$ cat src/rtl/core/mtwg_pkg.sv
// ----------------------------------------------------------------------------
// MT19937 word generator package
// Operation codes, field widths, tempering constants and shared types.
// ----------------------------------------------------------------------------
package mtwg_pkg;

  // Field widths of the transaction payloads.
  localparam int OP_W         = 2;
  localparam int WORD_INDEX_W = 10;
  localparam int WORD_W       = 32;

  // Operation codes; code 3 is ignored.
  localparam logic [OP_W-1:0] OP_LOAD   = 2'd0;
  localparam logic [OP_W-1:0] OP_RAW    = 2'd1;
  localparam logic [OP_W-1:0] OP_RANGED = 2'd2;

  // Default generator geometry.
  localparam int DEF_STATE_WORDS   = 624;
  localparam int DEF_MIDDLE_OFFSET = 397;

  // Twist and tempering constants.
  localparam logic [WORD_W-1:0] MATRIX_A    = 32'h9908_b0df;
  localparam logic [WORD_W-1:0] TEMPER_B    = 32'h9d2c_5680;
  localparam logic [WORD_W-1:0] TEMPER_C    = 32'hefc6_0000;
  localparam logic [WORD_W-1:0] ALL_ONES    = 32'hffff_ffff;

  // Rejection limit of a ranged draw.
  localparam int MAX_TRIES = 1024;
  localparam int TRY_W     = $clog2(MAX_TRIES);

  // Verdict of the draw unit on the current twisted word.
  typedef struct packed {
    logic              take;
    logic [WORD_W-1:0] value;
  } draw_res_t;

endpackage

$ cat src/rtl/core/mtwg_draw_unit.sv
// ----------------------------------------------------------------------------
// MT19937 draw unit
// Tempers a twisted word and decides whether a draw finishes with it.
// ----------------------------------------------------------------------------
module mtwg_draw_unit (
  input  logic [mtwg_pkg::WORD_W-1:0] word,
  input  logic [mtwg_pkg::WORD_W-1:0] mask,
  input  logic [mtwg_pkg::WORD_W-1:0] range,
  input  logic [mtwg_pkg::WORD_W-1:0] low,
  input  logic                        empty,
  input  logic                        last_try,
  output mtwg_pkg::draw_res_t         res
);
  import mtwg_pkg::*;

  // Standard MT19937 output tempering.
  function automatic logic [WORD_W-1:0] temper(input logic [WORD_W-1:0] w);
    logic [WORD_W-1:0] t;
    t = w ^ (w >> 11);
    t = t ^ ((t << 7) & TEMPER_B);
    t = t ^ ((t << 15) & TEMPER_C);
    t = t ^ (t >> 18);
    return t;
  endfunction

  logic [WORD_W-1:0] masked;
  logic              hit;

  // Masked word is accepted when it does not exceed the range.
  assign masked = temper(word) & mask;
  assign hit    = (masked <= range);

  // An empty range yields zero; running out of tries yields the low bound.
  always_comb begin
    res.take = empty || hit || last_try;
    priority if (empty) begin
      res.value = '0;
    end else if (hit) begin
      res.value = masked + low;
    end else begin
      res.value = low;
    end
  end

endmodule

$ cat config.mk
export PLATFORM = sky130hd
export DESIGN_NAME = mtwg_draw_unit
export DESIGN_NICKNAME = d
export VERILOG_FILES = /design/src/rtl/core/mtwg_pkg.sv /design/src/rtl/core/mtwg_draw_unit.sv
export SDC_FILE = /design/constraint.sdc
export NUM_CORES = 1
export LEC_CHECK = 0
export BUFFER_PORTS_ARGS = -buffer_cell sky130_fd_sc_hd__buf_2
export CAP_MARGIN = 15
export CELL_PAD_IN_SITES_DETAIL_PLACEMENT = 1
export CELL_PAD_IN_SITES_GLOBAL_PLACEMENT = 1
export CORE_ASPECT_RATIO = 1.2
export CORE_UTILIZATION = 37
export DETAILED_ROUTE_END_ITERATION = 10
export GPL_TIMING_DRIVEN = 0
export PLACE_DENSITY = 0.88
export SYNTH_ARGS = -nofsm -noshare
export SYNTH_HDL_FRONTEND = slang
export SYNTH_SLANG_ARGS = --single-unit
$ cat constraint.sdc
create_clock -name vclk -period 10.7
set_input_delay 1.07 -clock vclk [all_inputs]
set_output_delay 1.07 -clock vclk [all_outputs]
set_load 0.02 [all_outputs]
==> results of run 1 <==
==> cells in the mapped netlist (2+ instances only) <==
library cell / count
a31o_2: 5
nor2b_1: 8
nor2_1: 27
o21ai_0: 15
xnor2_2: 2
nand2b_1: 3
a22o_1: 2
and3_1: 5
a31oi_1: 5
ha_1: 62
a21oi_1: 45
o31ai_1: 3
nand2_1: 58
a211o_1: 4
o21ai_1: 2
a211oi_1: 6
o21a_1: 6
and4_1: 3
maj3_1: 2
a221oi_1: 2
a21o_1: 32
and2_1: 30
nor3_1: 5
o21bai_1: 2
or3_1: 2
xnor2_1: 45
xor2_1: 35
clkbuf_1: 15
inv_1: 45
nand3_1: 15
o41ai_1: 2
nand4_1: 11
==> worst min-delay path: cells and delay by family <==
family                 cells  cell delay, ns
AND/OR/NAND/NOR            1            0.08
buffers and inverters      2            0.22
==> worst paths after layout <==
path                      end     start  slack [ns]
worst max-delay path   res[7]  word[23]        4.15
worst min-delay path  res[32]  last_try        2.44
==> cells by family after synthesis <==
group	synth area share, %
mux	0.580
simple gates	23.4
buf+inv	6.15
fa+ha+maj	22.3
compound gates	26.9
xor+xnor	20.7
==> where the power goes <==
group,total [mW],switching [mW],leakage (nW),internal (mW)
Combinational,0.480,0.281,2.64,0.198
Sequential,0,0,0,0
Clock,0,0,0,0
Total,0.480,0.281,2.64,0.198
==> layer usage <==
metal  part of all wire, %  wire length, um  vias to the layer above  global-route usage (%)
li1                      -                -                     2192                       -
met1                    43             6100                     2055                    32.7
met2                    51             7240                      145                    52.5
met3                   3.4              483                       33                    1.23
met4                   3.2              454                        0                    7.18
met5                     0                0                        -                       0
==> through the flow <==
| stage | std cells | setup WS [ns] |
|---|---|---|
| 2_1_floorplan | 528 | 5.11 |
| 3_3_place_gp | 814 | 4.24 |
| 3_5_place_dp | 814 | 4.14 |
| 4_1_cts | 814 | 4.13 |
| 5_1_grt | 814 | 3.81 |
| 6_report | 814 | 4.15 |
==> area by class of cell <==
cell class	instances	area, um2
Timing Repair Buffer	163	816
Multi-Input combinational cell	468	3440
Fill cell	1332	4930
Tap cell	123	154
Inverter	45	169
Buffer	15	56.3
==> summary.md, run 1 <==
For this run the aggregate overflow at the end of global routing stands at 0. For this run, the register share of the synthesized area comes to 0%. Summing all flip-flop and latch instances after layout gives 0 um2. Data arrival time of the worst path: 5.48 ns. Dividing the detail-routed via count by the number of cells gives 5.44. Dividing the synthesized area by the synthesized cell count gives 6.94 um2. Yosys attributes the largest share of cell area to ha_1 (21%), xnor2_1 (11%), xor2_1 (8.4%). For the pin with the worst max-slew slack, the measured transition is 0.752 ns. The final instance area is 4630 um2, and the maximum number of pins on one net before global-route repair is 11. The initial antenna violation count was 0; the post-synthesis cell type count was 56. The critical-path cell with the highest stage delay was clkbuf_1. Detailed placement finished with a half-perimeter wire length of 12.8 mm. Walking the worst path, the cells encountered are buf_2 -> xnor2_1 -> xnor2_1 -> xnor2_1 -> xnor2_1 -> and2_1 -> ha_1 -> a21o_1 -> a21o_1 -> a221o_1 -> a221oi_1 -> nand2_1 -> o221ai_1 -> nand3_1 -> nand2_1 -> clkbuf_1 -> o311ai_0 -> a21oi_1 -> buf_2. Share of post-route cells with drive strength above 1: 25.5%.

The flow ran to the end, and the final reports show no timing, DRC or antenna violations. Port buffer count: 163. After synthesis, the largest area contributor takes up 21.2% of total cell area. From left edge to right edge, the die measures 92.9 um. Pin placement for this block handled 163 I/O pins. The tools report the number of max-slew violations in the final report as 0. After detailed routing, the average wire length per cell comes to 17.5 um. Summed over all cells, the static leakage comes to 2.64 nW. Once the floorplan was initialized, standard cells occupied 38.3% of the core.

For the layout clock buffer count, the log shows 0. The leading cell type in the layout, fill and taps excluded was buf_2. Of all cell types, the one taking the most synthesized area is ha_1. The placed instances occupy a cell area of 4630 um2. Synthesis handed over a netlist of 528 instances.

At the worst endpoint, the required time is 9.63 ns. The total negative setup slack is 0 ns, and the final weighted congestion in routability-driven placement is 0.923. Kind of cell with the highest combined delay on the critical path: compound AO/OA/AOI/OAI gates.

In this run the remaining antenna-violating nets after routing total 0. Derived from the worst setup path, the maximum achievable clock frequency is 153 MHz. The floorplan step defined a die boundary enclosing 10300 um2.

Count of synthesis-stage warnings from yosys: 0. STA classifies the critical path endpoint as a primary output. The final hold slack came out at 2.44 ns. By instance count, the cell type seen most on the critical path is xnor2_1. The logs give 0 for the hold buffer count at CTS and 22.6 mm for the wire length of the first global-routing pass. The biggest fanout along the worst timing path came out at 10. The total power after layout is 0.480 mW, and the clock period minus final worst setup slack is 6.55 ns.

Counting both buffers and inverters, the worst setup path holds a total of 3. The floorplan has 39 rows. The number of gates resized after CTS was 0. The detailed-routing iteration count for the pre-antenna-repair pass was 4; the core area was 9560 um2. The power density over the cells is 104 nW/um2, and the final cycle utilization of the critical path is 61.3%. Along the worst hold path, the cell count comes to 3. The logs give 0 for the sequential cell count and 14.3 mm for the routed wire length. Relative to the synthesized area, the layout overhead comes to 26.5%. The number of diodes is 0, and the vertical die dimension is 111 um. In this run, the number of DRC markers left after iteration 0 of detailed routing was 136. For this run, the slowest stage of the critical path takes 0.56 ns.

The maximum VDD drop was 0.0359 mV; the post-synthesis net count was 721. The final hold violation count is 0. The number of setup violations in the final report was 0. The critical path in this run is classified as input pin to primary output. The worst hold-check path type is input pin to primary output. For the total via count after detailed routing, the log shows 4425. In the final design database the tool counted 886 nets.

Across every metal layer, demand over resource in global routing totals 27.5%. After detailed routing, the number of remaining DRC violations is 0. Setup repair after global routing left no endpoint under its margin.

The via count of the first global-routing pass was 4643; the total standard cell area after synthesis was 3660 um2. For the number of max-capacitance violations reported, the log shows 0. The critical path runs through a total of 19 cells. Post-CTS timing repair inserted 0 buffers for setup. The library cells used most frequently in the layout, excluding fill and tap cells, are buf_2 (163), ha_1 (62), nand2_1 (58). Measured against its own limit, the worst slew margin works out to 49.7%. The tools report the nature of the critical path startpoint as an input pin. The core utilization of the finished layout came out at 48.5%.
Power figures use the tool's default switching activity.
==> run 2: changes to the inputs <==
--- a/config.mk
+++ b/config.mk
@@ -10,10 +10,10 @@
 export CELL_PAD_IN_SITES_DETAIL_PLACEMENT = 1
 export CELL_PAD_IN_SITES_GLOBAL_PLACEMENT = 1
 export CORE_ASPECT_RATIO = 1.2
-export CORE_UTILIZATION = 37
+export CORE_UTILIZATION = 34
 export DETAILED_ROUTE_END_ITERATION = 10
 export GPL_TIMING_DRIVEN = 0
-export PLACE_DENSITY = 0.88
+export PLACE_DENSITY = 0.82
 export SYNTH_ARGS = -nofsm -noshare
 export SYNTH_HDL_FRONTEND = slang
 export SYNTH_SLANG_ARGS = --single-unit
==> constraint.sdc (replaced) <==
create_clock -name vclk -period 6.8
set_input_delay 0.68 -clock vclk [all_inputs]
set_output_delay 0.68 -clock vclk [all_outputs]
set_load 0.02 [all_outputs]
==> summary.md, run 2 (synthesized netlist as in run 1, its figures left out) <==
The hold buffer count at CTS is 0 (unchanged), and the number of max-slew violations in the final report is 0 (unchanged). The top cell types in the final layout, fill and taps aside, are buf_2 (163), ha_1 (62), nand2_1 (58). The tools report the total via count after detailed routing as 4467 (+0.95%). The post-layout worst setup margin came out at 0.995 ns (-3.15 ns). The pre-CTS setup slack is 1.04 ns (-3.10 ns), and the port buffer count is 163 (unchanged). The worst setup path is launched from an input pin.

Among all stages on the critical path, the largest delay is contributed by clkbuf_1. The post-CTS setup buffer count was 0 (unchanged). Initial cell density of the core: 34.8% (-3.5 points). The startpoint of the tightest hold check path is last_try. The tools report the number of max-capacitance violations reported as 0 (unchanged). The global-route total usage across every layer was 25.4% (-2.1 points); the number of instances on the worst hold path was 3 (unchanged). The data arrival time of the worst path is 5.13 ns (-0.35 ns). The run gives 1 (+1) as the initial antenna violation count. The overall overflow remaining after global route was 0 (unchanged). Library cell appearing most often on the critical path: xnor2_1. The run gives 0 (unchanged) as the number of antenna-violating nets in the routed design. Based on the critical path, the design can be clocked at up to 172 MHz. Detailed router's first-iteration violation count: 168 (+24%). The library cell used most frequently in the layout, excluding fill and tap cells, is buf_2. The sequential cell count was 0 (unchanged).

Layout net count: 886 (unchanged). The tools report the wire length of the first global-routing pass as 22.8 mm (+0.64%). In the finished design, the share of the clock period the worst path needs comes to 85.4%. Subtracting the final worst setup slack from the clock period gives 5.81 ns.

The count of buffer and inverter cells on the critical path works out to 3 (unchanged). The final instance area came out at 4640 um2 (+0.22%). The placement row count was 41 (+5.1%); the detailed-routing iteration count for the pre-antenna-repair pass was 4 (unchanged).

The biggest fanout along the worst timing path is 10 (unchanged), and the final hold slack is 1.66 ns (-0.781 ns). The core area was 10500 um2 (+10%). The worst hold path belongs to the class input pin to primary output. Maximum number of pins on one net before global-route repair: 11 (unchanged).

The total negative setup slack came out at 0 ns (unchanged). The flip-flop and latch area is 0 um2 (unchanged), and the maximum VDD drop is 0.0628 mV (+75%). The actual slew at the worst max-slew pin was 0.883 ns (+0.131 ns); the area after detailed placement was 4640 um2 (+0.16%). The share of post-route cells with drive strength above 1 is 25.5% (unchanged), and the final hold violation count is 0 (unchanged). By startpoint and endpoint, the worst setup path is classified as input pin to primary output.

For the top-level I/O count, the log shows 163 (unchanged). For the layout clock buffer count, the log shows 0 (unchanged). The logic depth of the worst path, buffers included was 19 (unchanged); the die footprint was 11200 um2 (+8.6%). The detailed-placement wirelength estimate is 13.0 mm (+1.0%). The flow ran to the end, and the final reports show no timing, DRC or antenna violations. The relative max-transition margin is 40.9% (-8.8 points), and the number of setup violations in the final report is 0 (unchanged). The power density over the cells works out to 162 nW/um2 (+57%). Setup repair after global routing left no endpoint under its margin. Die width: 96.8 um (+4.2%). The via count of the first global-routing pass is 4555 (-1.9%).

Kind of cell with the highest combined delay on the critical path: compound AO/OA/AOI/OAI gates. The average wire per cell in the routed design was 17.7 um (+0.79%); the final weighted congestion in routability-driven placement was 0.942 (+2.1%). The static leakage power came out at 2.64 nW (about the same). From synthesis to final layout, the design area changed by 26.7%. For the routed wire length, the log shows 14.5 mm (+1.7%).

The endpoint kind of the worst setup timing path is a primary output. The largest incremental delay on the critical path came out at 0.61 ns (+0.05 ns). The routed via count divided by cell count was 5.44 (about the same). The launch point of the critical path was word[16]. The critical path goes through buf_2 -> xor2_1 -> xnor2_1 -> xnor2_1 -> xnor2_1 -> and2_1 -> ha_1 -> a21o_1 -> a21o_1 -> a221o_1 -> a221oi_1 -> nand2_1 -> o221ai_1 -> nand3_1 -> nand2_1 -> clkbuf_1 -> o311ai_0 -> a21oi_1 -> buf_2.

The logs give 0 (unchanged) for the total DRC errors in the routed layout and 6.12 ns (-3.51 ns) for the data required time of the worst path. The vertical die dimension was 116 um (+4.2%); the count of cells resized by post-cts repair was 0 (unchanged).
## run 2: worst min-delay path: stages
cell and delay [ns]:
buf_2 0.07, or3_1 0.08, buf_2 0.15
## run 2: path summary, 6_finish.rpt
kind	endpoint	slack, ns
worst min-delay path	res[32]	1.66
worst max-delay path	res[7]	0.99
## run 2: cell type report
cell class                      count  area (um2)
Timing Repair Buffer              163         816
Fill cell                        1407        5870
Multi-Input combinational cell    468        3440
Antenna cell                        1        2.50
Inverter                           45         169
Tap cell                          129         161
Buffer                             15        56.3
## run 2: power by group
part	internal [mW]	switching, mW
Combinational	0.312	0.441
Sequential	0	0
Clock	0.0000000197	0
## run 2: layer usage
metal	vias to the layer above	GRT usage (%)	wire [um]
li1	2196	-	-
met1	2103	30.0	6170
met2	138	49.0	7310
met3	30	1.51	553
met4	0	8.06	476
met5	-	0	0
## run 2: through the flow
stage               utilization [%]  cells  total power, mW
floorplan                         -    528            0.524
global placement               44.1    820            0.722
detailed placement             44.1    820            0.749
CTS                            44.1    820            0.753
global route                   44.2    821            0.830
finish                         44.2    821            0.754
